### src/hw/rtl/i8080_instruction_stream_decoder_macros.svh
// Assertion macros for the instruction stream decoder RTL.
`ifndef I8080_INSTRUCTION_STREAM_DECODER_MACROS_SVH
`define I8080_INSTRUCTION_STREAM_DECODER_MACROS_SVH

// Property checked on every clock edge outside reset.
`define ISD_ASSERT(lbl, prop, msg) \
  lbl: assert property (@(posedge clk_i) disable iff (!rst_ni) (prop)) else $error(msg);

// Implication checked on every clock edge outside reset.
`define ISD_ASSERT_IMPL(lbl, ante, cons, msg) \
  lbl: assert property (@(posedge clk_i) disable iff (!rst_ni) (ante) |-> (cons)) \
    else $error(msg);

`endif

### src/hw/rtl/i8080_isd_pkg.sv
// Shared types, constants and opcode classification for the 8080 stream decoder.
package i8080_isd_pkg;

  // Queue between front and back
  localparam int QAddrW = 2;
  localparam int QDepth = 1 << QAddrW;
  localparam int QCntW  = QAddrW + 1;

  // Operand modes
  typedef enum logic [2:0] {
    MODE_IMPLIED = 3'd0,
    MODE_D8      = 3'd1,
    MODE_WORD    = 3'd2,
    MODE_ADDR    = 3'd3,
    MODE_JUMP    = 3'd4,
    MODE_RESTART = 3'd5,
    MODE_RETURN  = 3'd6
  } mode_e;

  // Byte phase of the front end, one-hot
  typedef enum logic [2:0] {
    PH_OPCODE = 3'b001,
    PH_OPER1  = 3'b010,
    PH_OPER2  = 3'b100
  } phase_e;

  // Raw instruction handed from front to back
  typedef struct packed {
    logic [15:0] addr;
    logic [7:0]  opcode;
    logic [15:0] operand;
    logic        trunc;
  } raw_item_t;

  // Fully decoded result
  typedef struct packed {
    logic [15:0] instr_address;
    logic [7:0]  opcode_value;
    logic [15:0] operand_value;
    logic [1:0]  instr_length;
    logic [2:0]  operand_mode;
    logic        is_jump;
    logic        undefined_opcode;
    logic        truncated;
  } result_t;

  // Opcodes not defined on the 8080
  function automatic logic op_undefined(logic [7:0] op);
    logic u;
    if (op < 8'h40) begin
      u = (op[2:0] == 3'd0) && (op != 8'h00);
    end else begin
      u = op inside {8'hCB, 8'hD9, 8'hDD, 8'hED, 8'hFD};
    end
    return u;
  endfunction

  // Standard 8080 opcode table reduced to operand modes
  function automatic mode_e op_mode(logic [7:0] op);
    mode_e m;
    m = MODE_IMPLIED;
    if (op_undefined(op)) begin
      m = MODE_IMPLIED;
    end else if (op < 8'h40) begin
      if ((op & 8'hCF) == 8'h01) begin
        m = MODE_WORD;
      end else if (op inside {8'h22, 8'h2A, 8'h32, 8'h3A}) begin
        m = MODE_ADDR;
      end else if (op[2:0] == 3'd6) begin
        m = MODE_D8;
      end
    end else if (op >= 8'hC0) begin
      case (op[2:0])
        3'd0: m = MODE_RETURN;
        3'd1: m = (op == 8'hC9) ? MODE_RETURN : MODE_IMPLIED;
        3'd2: m = MODE_JUMP;
        3'd3: begin
          if (op == 8'hC3) begin
            m = MODE_JUMP;
          end else if (op == 8'hD3 || op == 8'hDB) begin
            m = MODE_D8;
          end else begin
            m = MODE_IMPLIED;
          end
        end
        3'd4: m = MODE_JUMP;
        3'd5: m = (op == 8'hCD) ? MODE_JUMP : MODE_IMPLIED;
        3'd6: m = MODE_D8;
        default: m = MODE_RESTART;
      endcase
    end
    return m;
  endfunction

  // Instruction length in bytes given by the mode
  function automatic logic [1:0] mode_len(mode_e m);
    logic [1:0] l;
    case (m)
      MODE_D8:   l = 2'd2;
      MODE_WORD: l = 2'd3;
      MODE_ADDR: l = 2'd3;
      MODE_JUMP: l = 2'd3;
      default:   l = 2'd1;
    endcase
    return l;
  endfunction

endpackage

### src/hw/rtl/i8080_isd_front.sv
// Front end: accepts code bytes, tracks byte phase and assembles raw instructions.
module i8080_isd_front import i8080_isd_pkg::*; (
  input  logic        clk_i,
  input  logic        rst_ni,
  input  logic        cfg_we_i,
  input  logic [15:0] cfg_base_i,
  input  logic        accept_i,
  input  logic [7:0]  code_byte_i,
  input  logic        last_byte_i,
  output logic        q_push_o,
  output raw_item_t   q_data_o
);

  phase_e      phase_q, phase_d;
  logic [7:0]  held_op_q, held_op_d;
  logic [7:0]  oper_lo_q, oper_lo_d;
  logic [15:0] start_q, start_d;
  logic [15:0] next_addr_q, next_addr_d;
  logic [15:0] base_q, base_d;
  logic        emit;
  raw_item_t   item;
  logic [1:0]  len;

  // Length of the instruction whose bytes are being gathered
  assign len = mode_len(op_mode((phase_q == PH_OPER1) ? held_op_q : code_byte_i));

  // Phase sequencing and instruction assembly
  always_comb begin
    phase_d     = phase_q;
    held_op_d   = held_op_q;
    oper_lo_d   = oper_lo_q;
    start_d     = start_q;
    next_addr_d = next_addr_q;
    base_d      = base_q;
    emit        = 1'b0;
    item        = '{addr: start_q, opcode: held_op_q, operand: 16'd0, trunc: 1'b0};
    if (cfg_we_i) begin
      base_d      = cfg_base_i;
      next_addr_d = cfg_base_i;
      phase_d     = PH_OPCODE;
    end else if (accept_i) begin
      case (phase_q)
        PH_OPER1: begin
          item.operand = {8'd0, code_byte_i};
          if (len == 2'd2 || last_byte_i) begin
            emit        = 1'b1;
            item.trunc  = (len != 2'd2);
            phase_d     = PH_OPCODE;
          end else begin
            oper_lo_d = code_byte_i;
            phase_d   = PH_OPER2;
          end
        end
        PH_OPER2: begin
          emit         = 1'b1;
          item.operand = {code_byte_i, oper_lo_q};
          phase_d      = PH_OPCODE;
        end
        default: begin
          start_d     = next_addr_q;
          held_op_d   = code_byte_i;
          item.addr   = next_addr_q;
          item.opcode = code_byte_i;
          if (len == 2'd1 || last_byte_i) begin
            emit       = 1'b1;
            item.trunc = (len != 2'd1);
            phase_d    = PH_OPCODE;
          end else begin
            phase_d = PH_OPER1;
          end
        end
      endcase
      next_addr_d = next_addr_q + 16'd1;
      // End of segment restarts the address count
      if (last_byte_i) begin
        phase_d     = PH_OPCODE;
        next_addr_d = base_q;
      end
    end
  end

  // Control state
  always_ff @(posedge clk_i or negedge rst_ni) begin
    if (!rst_ni) begin
      phase_q     <= PH_OPCODE;
      next_addr_q <= 16'd0;
      base_q      <= 16'd0;
    end else begin
      phase_q     <= phase_d;
      next_addr_q <= next_addr_d;
      base_q      <= base_d;
    end
  end

  // Instruction payload
  always_ff @(posedge clk_i) begin
    held_op_q <= held_op_d;
    oper_lo_q <= oper_lo_d;
    start_q   <= start_d;
  end

  assign q_push_o = emit;
  assign q_data_o = item;

endmodule

### src/hw/rtl/i8080_isd_fifo.sv
// Short queue decoupling the front end from the back end.
`include "i8080_instruction_stream_decoder_macros.svh"
module i8080_isd_fifo import i8080_isd_pkg::*; (
  input  logic      clk_i,
  input  logic      rst_ni,
  input  logic      push_i,
  input  raw_item_t data_i,
  output logic      full_o,
  input  logic      pop_i,
  output raw_item_t data_o,
  output logic      empty_o
);

  localparam logic [QCntW-1:0] FullCnt = QCntW'(QDepth);

  raw_item_t          mem_q [QDepth];
  logic [QAddrW-1:0]  wr_ptr_q, rd_ptr_q;
  logic [QCntW-1:0]   cnt_q;

  assign full_o  = (cnt_q == FullCnt);
  assign empty_o = (cnt_q == '0);
  assign data_o  = mem_q[rd_ptr_q];

  // Storage
  always_ff @(posedge clk_i) begin
    if (push_i) begin
      mem_q[wr_ptr_q] <= data_i;
    end
  end

  // Pointers and fill count
  always_ff @(posedge clk_i or negedge rst_ni) begin
    if (!rst_ni) begin
      wr_ptr_q <= '0;
      rd_ptr_q <= '0;
      cnt_q    <= '0;
    end else begin
      if (push_i) begin
        wr_ptr_q <= wr_ptr_q + QAddrW'(1);
      end
      if (pop_i) begin
        rd_ptr_q <= rd_ptr_q + QAddrW'(1);
      end
      cnt_q <= cnt_q + QCntW'(push_i) - QCntW'(pop_i);
    end
  end

  `ISD_ASSERT(a_cnt_range, cnt_q <= FullCnt, "queue count out of range")
  `ISD_ASSERT_IMPL(a_no_overflow, push_i, !full_o, "push into full queue")
  `ISD_ASSERT_IMPL(a_no_underflow, pop_i, !empty_o, "pop from empty queue")
  `ISD_ASSERT(a_ptr_gap, (wr_ptr_q - rd_ptr_q) == cnt_q[QAddrW-1:0],
              "queue pointers disagree with count")

endmodule

### src/hw/rtl/i8080_isd_back.sv
// Back end: classifies queued instructions and holds the result for the consumer.
module i8080_isd_back import i8080_isd_pkg::*; (
  input  logic      clk_i,
  input  logic      rst_ni,
  input  raw_item_t q_data_i,
  input  logic      q_empty_i,
  output logic      q_pop_o,
  input  logic      pop_i,
  output logic      empty_o,
  output result_t   res_o
);

  logic    out_vld_q;
  result_t res_q, res_d;
  mode_e   mode;

  // Load a new result when the output slot is free or being drained
  assign q_pop_o = !q_empty_i && (!out_vld_q || pop_i);

  // Classification of the queued instruction
  always_comb begin
    mode                   = op_mode(q_data_i.opcode);
    res_d.instr_address    = q_data_i.addr;
    res_d.opcode_value     = q_data_i.opcode;
    res_d.operand_value    = q_data_i.operand;
    res_d.instr_length     = mode_len(mode);
    res_d.operand_mode     = mode;
    res_d.is_jump          = (mode == MODE_JUMP);
    res_d.undefined_opcode = op_undefined(q_data_i.opcode);
    res_d.truncated        = q_data_i.trunc;
  end

  // Output valid flag
  always_ff @(posedge clk_i or negedge rst_ni) begin
    if (!rst_ni) begin
      out_vld_q <= 1'b0;
    end else if (q_pop_o) begin
      out_vld_q <= 1'b1;
    end else if (pop_i) begin
      out_vld_q <= 1'b0;
    end
  end

  // Output payload
  always_ff @(posedge clk_i) begin
    if (q_pop_o) begin
      res_q <= res_d;
    end
  end

  assign empty_o = !out_vld_q;
  assign res_o   = res_q;

endmodule

### src/hw/rtl/i8080_instruction_stream_decoder.sv
// Top level of the 8080 instruction stream decoder.
// Throughput: one code byte per cycle; push is refused only while the 4-entry queue is full.
// Path: an instruction is written into the queue at the edge that takes its final byte;
// the output register is then loaded from the queue once the output slot is free or being drained.
// Reset: asynchronous active low; queue and output empty, byte phase at opcode,
// base address and next address 0. Configuration writes are ready while push is low.
module i8080_instruction_stream_decoder import i8080_isd_pkg::*; (
  input  logic        clk_i,
  input  logic        rst_ni,
  input  logic        cfg_valid_i,
  output logic        cfg_ready_o,
  input  logic [15:0] base_address_i,
  input  logic        push,
  output logic        full,
  input  logic [7:0]  code_byte_i,
  input  logic        last_byte_i,
  output logic        empty,
  input  logic        pop,
  output logic [15:0] instr_address_o,
  output logic [7:0]  opcode_value_o,
  output logic [15:0] operand_value_o,
  output logic [1:0]  instr_length_o,
  output logic [2:0]  operand_mode_o,
  output logic        is_jump_o,
  output logic        undefined_opcode_o,
  output logic        truncated_o
);

  logic      accept;
  logic      cfg_we;
  logic      q_push, q_pop, q_empty;
  raw_item_t q_wdata, q_rdata;
  result_t   res;

  // Configuration and code bytes never share an edge
  assign cfg_ready_o = !push;
  assign cfg_we      = cfg_valid_i && cfg_ready_o;
  assign accept      = push && !full;

  // Front end
  i8080_isd_front u_front (
    .clk_i       (clk_i),
    .rst_ni      (rst_ni),
    .cfg_we_i    (cfg_we),
    .cfg_base_i  (base_address_i),
    .accept_i    (accept),
    .code_byte_i (code_byte_i),
    .last_byte_i (last_byte_i),
    .q_push_o    (q_push),
    .q_data_o    (q_wdata)
  );

  // Decoupling queue
  i8080_isd_fifo u_fifo (
    .clk_i   (clk_i),
    .rst_ni  (rst_ni),
    .push_i  (q_push),
    .data_i  (q_wdata),
    .full_o  (full),
    .pop_i   (q_pop),
    .data_o  (q_rdata),
    .empty_o (q_empty)
  );

  // Back end
  i8080_isd_back u_back (
    .clk_i     (clk_i),
    .rst_ni    (rst_ni),
    .q_data_i  (q_rdata),
    .q_empty_i (q_empty),
    .q_pop_o   (q_pop),
    .pop_i     (pop),
    .empty_o   (empty),
    .res_o     (res)
  );

  assign instr_address_o    = res.instr_address;
  assign opcode_value_o     = res.opcode_value;
  assign operand_value_o    = res.operand_value;
  assign instr_length_o     = res.instr_length;
  assign operand_mode_o     = res.operand_mode;
  assign is_jump_o          = res.is_jump;
  assign undefined_opcode_o = res.undefined_opcode;
  assign truncated_o        = res.truncated;

endmodule
### config.mk
export PLATFORM = sky130hd
export DESIGN_NAME = i8080_instruction_stream_decoder
export DESIGN_NICKNAME = d
export VERILOG_FILES = /design/src/hw/rtl/i8080_isd_pkg.sv /design/src/hw/rtl/i8080_isd_front.sv /design/src/hw/rtl/i8080_isd_fifo.sv /design/src/hw/rtl/i8080_isd_back.sv /design/src/hw/rtl/i8080_instruction_stream_decoder.sv
export VERILOG_INCLUDE_DIRS = /design/src /design/src/hw/rtl
export SDC_FILE = /design/constraint.sdc
export NUM_CORES = 1
export LEC_CHECK = 0
export ABC_AREA = 1
export BUFFER_PORTS_ARGS = -buffer_cell sky130_fd_sc_hd__buf_2
export CORE_MARGIN = 1.5
export CORE_UTILIZATION = 45
export DETAILED_ROUTE_END_ITERATION = 8
export MAX_ROUTING_LAYER = met4
export SLEW_MARGIN = 10
export SYNTH_ARGS = -nofsm -noshare
export SYNTH_HDL_FRONTEND = slang
export SYNTH_SLANG_ARGS = --single-unit
### constraint.sdc
create_clock -name clk_i -period 6 [get_ports clk_i]
set_clock_uncertainty 0.05 [all_clocks]
set_input_delay 0.6 -clock clk_i [delete_from_list [all_inputs] [get_ports clk_i]]
set_output_delay 0.6 -clock clk_i [all_outputs]
set_load 0.01 [all_outputs]
=== Word-level counts from Yosys, hierarchy flattened ===
Memories as Yosys holds them, arrays and structs flattened.
Index checks and enable logic that the tools add are counted.

* Add/sub/neg operators: 5
* Order comparisons: 4
* Eq/ne operators: 57
* Multiplexer cells: 52
* Bitwise logic cells: 3
* Reductions and logical operators: 32

{| class="wikitable"
|+ Operators with widths
! kind !! number
|-
| 8-bit equality test (second input constant) || 20
|-
| 41-bit 2-to-1 mux || 2
|-
| 8-bit by 6-bit equality test with 1-bit output (second input constant) || 8
|-
| 3-bit 2-to-1 mux || 20
|-
| 16-bit 2-to-1 mux || 3
|-
| 3-bit case mux with 6 select lines || 2
|-
| 16-bit case mux with 2 select lines || 1
|-
| 3-bit equality test (second input constant) || 10
|-
| 3-bit by 2-bit equality test with 1-bit output (second input constant) || 9
|-
| 24-bit 2-to-1 mux || 1
|-
| 16-bit by 1-bit adder with 16-bit output (second input constant) || 1
|-
| 8-bit greater-or-equal comparator (second input constant) || 2
|-
| 8-bit by 7-bit < comparator with 1-bit output (second input constant) || 2
|-
| 1-bit 2-to-1 mux || 16
|-
| 8-bit nonzero test || 2
|-
| 3-bit by 1-bit equality test with 1-bit output (second input constant) || 4
|-
| 6-bit by 1-bit equality test with 1-bit output (second input constant) || 2
|-
| 5-bit nonzero test || 2
|-
| 3-bit logical NOT || 3
|-
| 8-bit 2-to-1 mux || 1
|-
| 2-bit case mux with 2 select lines || 2
|-
| 4-bit nonzero test || 2
|-
| 3-bit case mux with 2 select lines || 1
|-
| 2-bit OR reduction || 3
|-
| 17 further kinds || 34
|}

* Bits in registers: 123
* Memory bits (writable): 164
* Input port bits: 30
* Logic and storage cells: 172
* Memories kept: 1

{| class="wikitable"
|+ Memory list
! memory !! depth !! bits a word !! read ports !! clocked after Yosys merged registers in !! wr ports !! line !! RTL
|-
| u_fifo.mem_q || 4 || 41 || 1 || 0 || 1 || i8080_isd_fifo.sv:16 || <nowiki>raw_item_t mem_q [QDepth];</nowiki>
|}

=== Logic depth before layout (Yosys ltp) ===
Gate-level depths: netlist of the first run.

* Word-level depth: 21
* Mapped depth: 23
* Gate-level depth less buffers: 22

=== Modules after synthesis ===
A second synthesis of the first run with hierarchy kept.

* Cells, all modules: 1240
* Area, all modules: 12650.9 µm²

{| class="wikitable"
|+ By module, submodules not included
! module !! instances !! cells each !! area each (µm²)
|-
| i8080_isd_fifo || 1 || 688 || 7282.0
|-
| i8080_isd_front || 1 || 436 || 3579.7
|-
| i8080_isd_back || 1 || 112 || 1771.7
|-
| i8080_instruction_stream_decoder || 1 || 4 || 17.5
|}

=== Worst setup path after synthesis of the first run ===
Ideal clock, no wire load.

* Path kind: input to register
* Start: input port pop
* End: register u_fifo.cnt_q[1]
* Setup time: 0.136 ns
* Arrival: 4.399 ns
* Required time: 5.814 ns
* Setup slack: 1.415 ns
* Stages on the path: 6
* Buffers on the path: 0
* Path through: nor2_1 a31oi_1 ha_1 inv_1 ha_1 fa_1

* Cells in the longest elaborated chain, start to end: 3

{| class="wikitable"
|+ Ends and longest elaborated chain
! what !! line !! RTL
|-
| from (decl) || i8080_instruction_stream_decoder.sv:18 || <nowiki>input logic pop,</nowiki>
|-
| 1-bit logical OR || i8080_isd_back.sv:18 || <nowiki>assign q_pop_o = !q_empty_i && (!out_vld_q || pop_i);</nowiki>
|-
| 1-bit logical AND || i8080_isd_back.sv:18 ||
|-
| via q_pop || i8080_instruction_stream_decoder.sv:31 || <nowiki>logic q_push, q_pop, q_empty;</nowiki>
|-
| 3-bit by 1-bit subtractor with 3-bit output || i8080_isd_fifo.sv:44 || <nowiki>cnt_q <= cnt_q + QCntW'(push_i) - QCntW'(pop_i);</nowiki>
|-
| to (signal assigned) || i8080_isd_fifo.sv:44 ||
|-
| to (decl) || i8080_isd_fifo.sv:18 || <nowiki>logic [QCntW-1:0] cnt_q;</nowiki>
|}

The timed path passes the listed nets, and every way through them passes these cells.
A chain may end at the register's enable or synchronous reset.

=== Worst setup path in the final report of the first run ===
* Start: register u_front.phase_q[1]
* End: memory u_fifo.mem_q[0][22] (netlist bit) (enable)

* Cells in the longest elaborated chain, start to end: 21
* Elaborated cells between the ends (all ways): 62

{| class="wikitable"
|+ Ends and longest elaborated chain
! what !! line !! RTL
|-
| from (decl) || i8080_isd_front.sv:14 || <nowiki>phase_e phase_q, phase_d;</nowiki>
|-
| from (signal assigned) || i8080_isd_front.sv:89 || <nowiki>phase_q <= phase_d;</nowiki>
|-
| 3-bit by 2-bit equality test with 1-bit output || i8080_isd_front.sv:25, i8080_isd_front.sv:42 ||
|-
| 8-bit 2-to-1 mux || i8080_isd_front.sv:25 || <nowiki>assign len = mode_len(op_mode((phase_q == PH_OPER1) ? held_op_q : code_byte_i));</nowiki>
|-
| 8-bit equality test || i8080_isd_pkg.sv:80 || <nowiki>end else if (op == 8'hD3 || op == 8'hDB) begin</nowiki>
|-
| 1-bit logical OR || i8080_isd_pkg.sv:80 ||
|-
| 1-bit 2-to-1 mux || i8080_isd_pkg.sv:80 ||
|-
| 3-bit 2-to-1 mux || i8080_isd_pkg.sv:78 || <nowiki>if (op == 8'hC3) begin</nowiki>
|-
| 3-bit case mux with 6 select lines || i8080_isd_pkg.sv:73 || <nowiki>case (op[2:0])</nowiki>
|-
| 3-bit 2-to-1 mux || i8080_isd_pkg.sv:72 || <nowiki>end else if (op >= 8'hC0) begin</nowiki>
|-
| [5 not listed] || n/a ||
|-
| 2-bit by 1-bit equality test with 1-bit output / 2-bit equality test (equally long branches) || i8080_isd_front.sv:64, i8080_isd_front.sv:45 ||
|-
| 1-bit logical OR (on tied branches) || i8080_isd_front.sv:64, i8080_isd_front.sv:45 ||
|-
| 1-bit 2-to-1 mux (on tied branches) || i8080_isd_front.sv:64, i8080_isd_front.sv:45 ||
|-
| 1-bit case mux with 2 select lines * || i8080_isd_front.sv:42 || <nowiki>case (phase_q)</nowiki>
|-
| 1-bit 2-to-1 mux * || i8080_isd_front.sv:41 || <nowiki>end else if (accept_i) begin</nowiki>
|-
| 1-bit 2-to-1 mux * || i8080_isd_front.sv:37 || <nowiki>if (cfg_we_i) begin</nowiki>
|-
| 1-bit 2-to-1 mux * || i8080_isd_fifo.sv:26 || <nowiki>if (push_i) begin</nowiki>
|-
| 1-bit 2-to-1 mux (implied by the code) * || i8080_isd_fifo.sv:27 || <nowiki>mem_q[wr_ptr_q] <= data_i;</nowiki>
|-
| to (decl) || i8080_isd_fifo.sv:16 ||
|}

Mark *: on every way between the ends. The rest lies on a longest branch, timed or not.

==> impl_results.md, run 1 <==
* Core footprint at 0.0261 mm^2
* Hold crit path type: input pin to asynchronous set/reset pin
* Synth Register Bits at 287
* Post-synth top cells: edfxtp_1 (244), nand2_1 (146), nor2_1 (130)
* Vias at 7530
* Pre-antenna DRT Iters at 5
* Num CTS Buffers at 30
* Relative slew slack at 0.253
* Remaining DRCs at 0
* Post-CTS setup buffer count at 0
* Die area at 0.0275 mm^2
* Antenna Nets Post-Route at 0
* Mapped Area at 0.0119 mm^2
* Largest area contributor in the netlist: edfxtp_1
* Vias per cell at 5.23
* Critical Path Sink Type: flip-flop
* Die height at 166 um
* Final setup TNS at 0 ns
* Final cell utilization of the core at 0.526
* Post-CTS Resized at 0
* Worst-path clk slew at 0.06 ns
* WS Path Type: flip-flop to flip-flop
* Period minus WS final at 3.81 ns
* Buffers added on ports at 80
* Largest net degree at the start of global routing at 87
* Initial core utilization at 0.458
* DP Wirelength at 15000 um
* Antenna violations before repair at 0
* GRT Residual Overflow at 0
* Largest stage delay, worst path at 0.86 ns
* Yosys Warn Count at 0
* Skew-Pair Late Insertion Delay at 0.55 ns
* Leakage power at 5.23 nW
* Final nets at 1119
* Routed len/inst at 17.1 um
* Synth top area cells: edfxtp_1 (61%), dfrtp_1 (8.8%), nand2_1 (4.6%)
* First-pass GRT wire length at 39500 um
* Syn Inst Count at 1006
* Final GP Congestion at 0.838
* Root Driver: clkbuf_16
* Number of synthesized flops with an enable pin at 244
* Hold violation count in the final report at 0
* Area growth syn-to-layout at 14.8%
* Die width at 166 um
* Ordered list of cells on the worst path: nand3_2 > o21ai_2 > nand3_1 > nand3_1 > nand3_1 > o21ai_1 > nand3_1 > nand2_1 > nand2_2 > nand2_4 > nand2_8 > nor2_4 > buf_4
* Fill cell total of the finished layout at 2252
* Power per cell area at 508 mW/mm^2
* Ports at 81
* Yosys top cell area share at 0.613
* Clock Path Buffers at 3
* CTS tree: done
* Synthesized net count at 1044
* Worst-Margin Slew at 1.12 ns
* Multi-input logic area at 0.00308 mm^2
* CTS Sinks at 287
* Most used cell, CP: nand3_1
* Outcome: completed
* Seq. cell area at 0.00841 mm^2
* Period utilisation layout at 0.634
* Endpoints failing setup at 0
* Share of layout cells above drive strength 1 at 0.167
* Max Slew Vio Count at 0
* Vias in the first global route at 7151
* Worst setup SP type: flip-flop
* Critical Path AT at 3.99 ns
* Asr flop ratio synth at 0.150
* Synth unique cells at 44
* Wirelength, routed at 24600 um
* Cell with the most instances after synthesis: edfxtp_1
* Worst VDD drop at 0.000389 V
* GRT Total Usage at 0.184
* Top_reg_cell synth: edfxtp_1
* Unrepaired setup endpoints after global routing: no
* DRT iter0 DRCs at 574
* Worst Path Required at 6.19 ns
* CP Max Fanout at 33
* Seq/Total Area, Yosys at 0.703
* Syn Area/Cell at 11.9 um^2
* Cts hold-fix bufs at 0
* Row Count at 59
* FMAX at 263 MHz
* Antenna diode count at 0
* H-tree depth at 1
* Max_cap viols at 0
* Crit path max-delay cell type: nor2_4
path summary, 6_finish.rpt:
check | startpoint | cells after the start | slack (ns) | endpoint
setup / recovery | u_front.phase_q[1]$_DFFE_PN0P_ | 13 | 2.19 | u_fifo.mem_q[0][22]$_DFFE_PP_
hold / removal | rst_ni | 1 | 0.17 | u_fifo.rd_ptr_q[1]$_DFFE_PN0P_
setup reg to reg | u_front.phase_q[1]$_DFFE_PN0P_ | 13 | 2.19 | u_fifo.mem_q[0][22]$_DFFE_PP_
hold reg to reg | u_front.base_q[4]$_DFFE_PN0P_ | 2 | 0.43 | u_front.base_q[4]$_DFFE_PN0P_
max in group asynchronous | rst_ni | 1 | 5.06 | u_fifo.rd_ptr_q[0]$_DFFE_PN0P_
min in group clk_i | pop | 2 | 0.21 | u_back.out_vld_q$_DFFE_PN0P_
placed cells by master (no fill, tap or decap), types with 2 or more instances in the layout:
cell | Yosys | layout
a21oi_1 | 26 | 26
xor2_1 | 10 | 10
o2111ai_1 | 3 | 3
nand3_2 | 2 | 2
xnor2_1 | 3 | 3
o211ai_1 | 15 | 15
inv_2 | 8 | 8
clkinv_1 | 2 | 6
o21ai_0 | 96 | 96
nor3_2 | 3 | 3
a32oi_2 | 3 | 3
nor2_1 | 130 | 130
a31oi_1 | 15 | 14
mux2_2 | 3 | 3
clkbuf_8 | 0 | 5
o22ai_1 | 35 | 35
o21ai_1 | 5 | 5
nor3_1 | 14 | 14
inv_1 | 68 | 68
clkbuf_16 | 0 | 31
edfxtp_1 | 244 | 244
clkinv_2 | 0 | 2
dfrtp_1 | 42 | 40
buf_2 | 4 | 80
clkbuf_1 | 35 | 8
ha_1 | 7 | 7
nand2_1 | 146 | 146
bufinv_16 | 0 | 5
buf_4 | 3 | 9
dfrtp_2 | 0 | 2
nor2_4 | 3 | 8
nand3_1 | 34 | 34
nand2_2 | 16 | 16
nand4_1 | 10 | 10
per-stage QoR:
step | hold WS (ns) | cell area [um^2] | std cells | worst slack, ns | power, W
2_1_floorplan | 0.254 | 11900 | 1006 | 1.42 | 0.00443
5_1_grt | 0.214 | 13700 | 1439 | 1.85 | 0.00738
6_report | 0.166 | 13700 | 1439 | 2.19 | 0.00697
4_1_cts | 0.189 | 13700 | 1439 | 2.19 | 0.00704
3_5_place_dp | 0.416 | 12700 | 1384 | 2.06 | 0.00508
3_3_place_gp | 0.414 | 12700 | 1384 | 2.07 | 0.00506
cell type report:
cell class / count / share of cell area
inverter: 78 / 0.0213
clock inverter: 11 / 0.0128
timing repair buffer: 89 / 0.0341
tap: 335 / 0.0306
sequential: 287 / 0.613
multi-input combinational: 595 / 0.224
clock buffer: 44 / 0.0638
where the power goes:
group / internal, W / switching [W] / total [W]
clock: 0.00122 / 0.000742 / 0.00196
sequential: 0.00289 / 0.000169 / 0.00306
combinational: 0.000583 / 0.00137 / 0.00195
sequential cells by signal, summed over array words and instances (netlist names):
signal	cells
u_fifo.mem_q	164
u_back.res_o	48
u_front.base_q	16
u_front.next_addr_q	16
u_front.start_q	16
u_front.held_op_q	8
u_front.oper_lo_q	8
u_fifo.cnt_q	3
u_front.phase_q	3
u_fifo.rd_ptr_q	2
u_fifo.wr_ptr_q	2
u_back.out_vld_q	1
cell families (layout without fill, tap and decap cells):
family,count (synthesis),after routing,synth area share
AOI/OAI and AO/OA,203,203,0.0987
xor gates and xnor gates,13,13,0.00953
adders and majority gates,8,8,0.00901
buffers and inverters,124,222,0.0422
DFF,287,287,0.703
muxes,3,3,0.00283
and+or+nand+nor,368,368,0.134
critical path, delay by kind of cell (launching register included):
kind / cells / cell delay, ns
simple gates: 10 / 2.00
flops: 1 / 0.61
compound gates: 2 / 0.48
buf+inv: 1 / 0.34
metal layers:
layer,wire (um),track usage,share of wire,vias up
met4,373,0.0435,0.015,0
met2,10800,0.268,0.44,213
met3,1290,0.0286,0.053,29
li1,-,-,-,3704
met5,0,-,0,-
met1,12100,0.272,0.49,3584
Power figures use the tool's default switching activity.
==> run 2: changes to the inputs <==
- clock period: 6 -> 3.9 ns (I/O delays scaled with it)
==> impl_results.md, run 2 (synthesis gave the netlist of run 1 again) <==
* Power per cell area at 748 mW/mm^2
* Period minus WS final at 3.34 ns
* Worst setup SP type: flip-flop
* R2R Path End: u_fifo.cnt_q[2]$_DFF_PN0_
* Hold violation count in the final report at 0
* Routed len/inst at 16.4 um
* Vias at 7515
* Share of layout cells above drive strength 1 at 0.160
* Remaining DRCs at 0
* Pre-antenna DRT Iters at 4
* Clock Path Buffers at 3
* Number of flip-flops under the largest register name at 164
* Die width at 166 um
* DRT iter0 DRCs at 621
* CTS Sinks at 287
* Ports at 81
* First-pass GRT wire length at 38500 um
* FF-to-FF setup slack at 0.56 ns
* Vias per cell at 5.19
* Vias in the first global route at 7072
* Post-CTS Resized at 0
* Crit path max-delay cell type: dfrtp_1
* Final cell utilization of the core at 0.525
* Skew-Pair Late Insertion Delay at 0.55 ns
* Largest net degree at the start of global routing at 87
* Row Count at 59
* Final nets at 1130
* Critical Path AT at 3.72 ns
* Worst VDD drop at 0.000528 V
* Antenna Nets Post-Route at 0
* Total net switching power at 0.00346 W
* Worst Path Required at 4.28 ns
* Number of cells on the critical path at 16
* Antenna diode count at 0
* H-tree depth at 1
* Core footprint at 0.0261 mm^2
* CP Max Fanout at 14
* Final hold slack at 0.0231 ns
* Largest stage delay, worst path at 0.59 ns
* Post-place setup slack at 0.579 ns
* Critical Path Sink Type: flip-flop
* Final setup TNS at 0 ns
* CP top delay family: simple AND/OR/NAND/NOR gates
* Buffers added on ports at 80
* Internal power at 0.00677 W
* Initial core utilization at 0.458
* Commonest cells after routing, fill and taps aside: edfxtp_1 (244), nand2_1 (146), nor2_1 (130)
* Period utilisation layout at 0.856
* GRT Residual Overflow at 0
* Reg-to-reg critical path startpoint: u_front.phase_q[1]$_DFFE_PN0P_
* Most used cell, CP: nand3_1
* Most common cell after layout, fill and taps aside: edfxtp_1
* Worst setup path start: u_front.phase_q[1]$_DFFE_PN0P_
* Max Slew Vio Count at 0
* Worst-path clk slew at 0.06 ns
* Hold crit path type: input pin to flip-flop
* Unrepaired setup endpoints after global routing: no
* Antenna violations before repair at 0
* Wirelength, routed at 23800 um
* GRT Total Usage at 0.179
* FMAX at 299 MHz
* CTS tree: done
* Crit path to: u_fifo.cnt_q[2]$_DFF_PN0_
* Combinational fraction of design power at 0.299
* Layout Cells excl Fill at 1447
* Num CTS Buffers at 30
* Clock power frac at 0.242
* Final GP Congestion at 0.867
* Ordered list of cells on the worst path: nand3_2 > o21ai_2 > nand3_1 > nand3_1 > nand3_1 > o21ai_1 > nand3_1 > nand2_1 > nand2_2 > nand2_4 > nand2_8 > ha_1 > inv_1 > ha_1 > fa_1 > xnor2_1
* Endpoints failing setup at 0
* Die height at 166 um
* # placed instances at 1388
* Register-to-Register Path Depth at 16
* Switching Share at 0.338
* Leakage power at 5.20 nW
* Fill cell total of the finished layout at 2232
* CP Buf/Inv Count at 1
* Area growth syn-to-layout at 14.5%
* Root Driver: clkbuf_16
* WS Path Type: flip-flop to flip-flop
* DP Wirelength at 14500 um
* Max_cap viols at 0
* Biggest register: u_fifo.mem_q
* Flop pwr share at 0.459
* Die area at 0.0275 mm^2
* Final worst slack at 0.561 ns
* Relative slew slack at 0.321
* Worst-Margin Slew at 1.02 ns
* Outcome: completed
## run 2: repair_timing
item / in CTS / in global routing
endpoints found under the hold margin: 46 / 0
buffers inserted: 0 / 0
hold buffers: 7 / 0
## run 2: worst min-delay path by stage
stage,startpoint,end,slack [ns],depth (start not counted)
finish,base_address_i[15],u_front.base_q[15]$_DFFE_PN0P_,0.02,3
global route,base_address_i[14],u_front.base_q[14]$_DFFE_PN0P_,0.02,3
CTS,base_address_i[7],u_front.base_q[7]$_DFFE_PN0P_,0.003,3
detailed placement,u_front.base_q[6]$_DFFE_PN0P_,u_front.base_q[6]$_DFFE_PN0P_,0.42,2
global placement,u_front.base_q[14]$_DFFE_PN0P_,u_front.base_q[14]$_DFFE_PN0P_,0.41,2
floorplan,rst_ni,u_back.out_vld_q$_DFFE_PN0P_,0.04,0
## run 2: tightest hold or removal path: stages
cell and delay (ns):
buf_2 0.07, nand2_1 0.05, o21ai_0 0.06
## run 2: per-layer routing
| metal | track usage | share of wire |
|---|---|---|
| met1 | 0.262 | 0.49 |
| met2 | 0.263 | 0.44 |
| met3 | 0.0269 | 0.055 |
| met4 | 0.0450 | 0.017 |
| met5 | - | 0 |
## run 2: power by group through the flow
stage / clock, W / combinational (W) / sequential (W)
finish: 0.00248 / 0.00305 / 0.00470
global route: 0.00267 / 0.00343 / 0.00478
global placement: 0 / 0.00305 / 0.00475
detailed placement: 0 / 0.00308 / 0.00476
floorplan: 0 / 0.00192 / 0.00488
CTS: 0.00253 / 0.00310 / 0.00470
## run 2: area by class of cell
cell class                      count  area, um^2  share of cell area
Sequential cell                   287        8410               0.615
Tap cell                          335         419              0.0306
Timing Repair Buffer              100         631              0.0461
Multi-Input combinational cell    595        3080               0.225
Inverter                           78         293              0.0214
Clock inverter                     14        68.8             0.00503
Clock buffer                       38         781              0.0571
## run 2: through the flow
| stage | instance area, um^2 | total power, W |
|---|---|---|
| 2_1_floorplan | 12000 | 0.00680 |
| 4_1_cts | 13700 | 0.0103 |
| 6_report | 13700 | 0.0102 |
| 3_5_place_dp | 12800 | 0.00784 |
| 3_3_place_gp | 12800 | 0.00780 |
| 5_1_grt | 13700 | 0.0109 |
==> run 3: changes to the inputs <==
- SYNTH_HIERARCHICAL: unset -> 1
==> impl_results.md, run 3 <==
* Antenna Nets Post-Route at 0
* Cell with the most instances after synthesis: nand2_1
* WS Path Type: flip-flop to flip-flop
* FF-to-FF setup slack at 0.63 ns
* GRT Total Usage at 0.189
* Power per cell area at 706 mW/mm^2
* CTS tree: done
* Post-place setup slack at 0.683 ns
* Buffers added on ports at 80
* Asr flop ratio synth at 0.150
* DRT iter0 DRCs at 548
* Biggest register: u_fifo/mem_q
* Synth unique cells at 36
* Worst setup SP type: flip-flop
* Worst setup path start: u_front/phase_q[2]$_DFFE_PN0P_
* Seq/Total Area, Yosys at 0.664
* Endpoints failing setup at 0
* Yosys top cell area share at 0.579
* Commonest cells after routing, fill and taps aside: nand2_1 (354), edfxtp_1 (244), inv_1 (240)
* Number of flip-flops under the largest register name at 164
* Core footprint at 0.0277 mm^2
* Hold violation count in the final report at 0
* Period utilisation layout at 0.838
* Cts hold-fix bufs at 3
* R2R Path End: u_fifo/mem_q[2][33]$_DFFE_PP_
* Ports at 81
* Antenna violations before repair at 0
* GRT Residual Overflow at 0
* Relative slew slack at 0.305
* Final nets at 1368
* Crit path max-delay cell type: dfrtp_1
* Vias in the first global route at 7969
* Vias per cell at 4.85
* Period minus WS final at 3.27 ns
* Hold crit path type: input pin to flip-flop
* Die area at 0.0291 mm^2
* Worst Path Required at 4.08 ns
* Die height at 171 um
* Synth top area cells: edfxtp_1 (58%), nand2_1 (11%), dfrtp_1 (8.3%)
* Mapped Area at 0.0127 mm^2
* Critical Path AT at 3.44 ns
* Synthesized net count at 1278
* First-pass GRT wire length at 41600 um
* Largest area contributor in the netlist: edfxtp_1
* Skew-Pair Late Insertion Delay at 0.55 ns
* Pre-antenna DRT Iters at 5
* Post-CTS Resized at 0
* Largest net degree at the start of global routing at 51
* Unrepaired setup endpoints after global routing: no
* Leakage power at 6.50 nW
* Antenna diode count at 0
* Post-synth top cells: nand2_1 (354), edfxtp_1 (244), inv_1 (240)
* Final worst slack at 0.634 ns
* Final setup TNS at 0 ns
* Syn Inst Count at 1240
* Num CTS Buffers at 30
* Remaining DRCs at 0
* Die width at 171 um
* Max_cap viols at 0
* H-tree depth at 1
* Largest stage delay, worst path at 0.36 ns
* Critical Path Sink Type: flip-flop
* Syn Area/Cell at 10.2 um^2
* CP Max Fanout at 41
* Row Count at 61
* Clock Path Buffers at 3
* Top_reg_cell synth: edfxtp_1
* DP Wirelength at 16700 um
* Fill cell total of the finished layout at 2432
* Final GP Congestion at 0.864
* Wirelength, routed at 26200 um
* Max Slew Vio Count at 0
* Most used cell, CP: nand2_1
* Number of synthesized flops with an enable pin at 244
* FMAX at 306 MHz
* Routed len/inst at 15.1 um
* Reg-to-reg critical path startpoint: u_front/phase_q[2]$_DFFE_PN0P_
* Root Driver: clkbuf_16
* Area growth syn-to-layout at 14.4%
* Outcome: completed
* Most common cell after layout, fill and taps aside: nand2_1
* Crit path to: u_fifo/mem_q[2][33]$_DFFE_PP_
* Ordered list of cells on the worst path: inv_1 > nand3_2 > nand2_1 > nand2_1 > nand2_1 > nor2_1 > nand2_1 > nand2_1 > nor2_2 > nand2_1 > nand2_1 > nand3b_1 > nand2_1 > nand2_1 > a21oi_2 > nand2_1 > inv_1 > buf_12
* Worst-Margin Slew at 1.04 ns
* Post-CTS setup buffer count at 0
* Synth Register Bits at 287
* Vias at 8396
* Worst-path clk slew at 0.06 ns
* Initial core utilization at 0.457
* Yosys Warn Count at 6
* CTS Sinks at 287
* Register-to-Register Path Depth at 18
* Share of layout cells above drive strength 1 at 0.134
* Worst VDD drop at 0.000294 V
==> run 3: cell count changes after synthesis, moves of 6 or more <==
cell      before  now
nand2_1      146  354
inv_1         68  240
nor2_1       130   29
nand3_1       34  112
o21ai_0       96   58
o22ai_1       35    0
clkbuf_1      35    8
buf_2          4   22
a31oi_1       15    1
a21oi_1       26   14
o211ai_1      15    3
buf_4          3   10
nand2_2       16   10
==> run 3: worst min path at each step <==
stage | start | cells past startpoint | to | slack [ns]
6_report | code_byte_i[5] | 1 | u_front/oper_lo_q[5]$_DFFE_PP_ | 0.03
5_1_grt | code_byte_i[4] | 1 | u_front/held_op_q[4]$_DFFE_PP_ | 0.02
4_1_cts | base_address_i[13] | 3 | u_front/next_addr_q[13]$_DFFE_PN0P_ | 0.006
3_5_place_dp | u_front/base_q[2]$_DFFE_PN0P_ | 2 | u_front/base_q[2]$_DFFE_PN0P_ | 0.41
3_3_place_gp | u_front/base_q[2]$_DFFE_PN0P_ | 2 | u_front/base_q[2]$_DFFE_PN0P_ | 0.40
2_1_floorplan | rst_ni | 0 | u_back/out_vld_q$_DFFE_PN0P_ | 0.04
==> run 3: kinds of logic after synthesis <==
| group | after synthesis | synth area share |
|---|---|---|
| buffers and inverters | 293 | 0.0927 |
| xor gates and xnor gates | 11 | 0.00762 |
| AOI/OAI and AO/OA | 94 | 0.0407 |
| adders and majority gates | 8 | 0.00851 |
| DFF | 287 | 0.664 |
| and+or+nand+nor | 547 | 0.186 |
==> run 3: where the power goes <==
part	internal (W)	switching, W
Combinational	0.000880	0.00211
Clock	0.00160	0.00115
Sequential	0.00426	0.000215
Total	0.00674	0.00347
==> run 3: per-layer routing <==
layer  vias to the layer above  wire length (um)  track usage
li1                       4184                 -            -
met1                      3970             12400        0.258
met2                       194             12100        0.305
met3                        48              1110       0.0213
met4                         0               576       0.0492
met5                         -                 0            -
==> run 3: metrics by stage <==
stage	cells	power, W	util	hold slack (ns)	instance area [um^2]
3_3_place_gp	1673	0.00749	0.487	0.404	13500
5_1_grt	1732	0.0109	0.522	0.0175	14500
3_5_place_dp	1673	0.00756	0.487	0.408	13500
6_report	1732	0.0102	0.522	0.0261	14500
4_1_cts	1732	0.0103	0.522	0.00583	14500
2_1_floorplan	1240	0.00658	-	0.0444	12700
==> run 3: critical path: cells and delay by family (launching register included) <==
family / cells / cell delay [ns]
AO/OA/AOI/OAI: 1 / 0.33
buffers and inverters: 3 / 0.65
flip-flops: 1 / 0.36
AND/OR/NAND/NOR: 14 / 1.54
==> run 3: area by class of cell <==
class / instances / area, um^2 / area share
Sequential cell: 287 / 8410 / 0.581
Multi-Input combinational cell: 660 / 3090 / 0.213
Inverter: 252 / 946 / 0.0654
Clock buffer: 35 / 769 / 0.0532
Timing Repair Buffer: 99 / 601 / 0.0415
Tap cell: 378 / 473 / 0.0327
Clock inverter: 21 / 186 / 0.0129
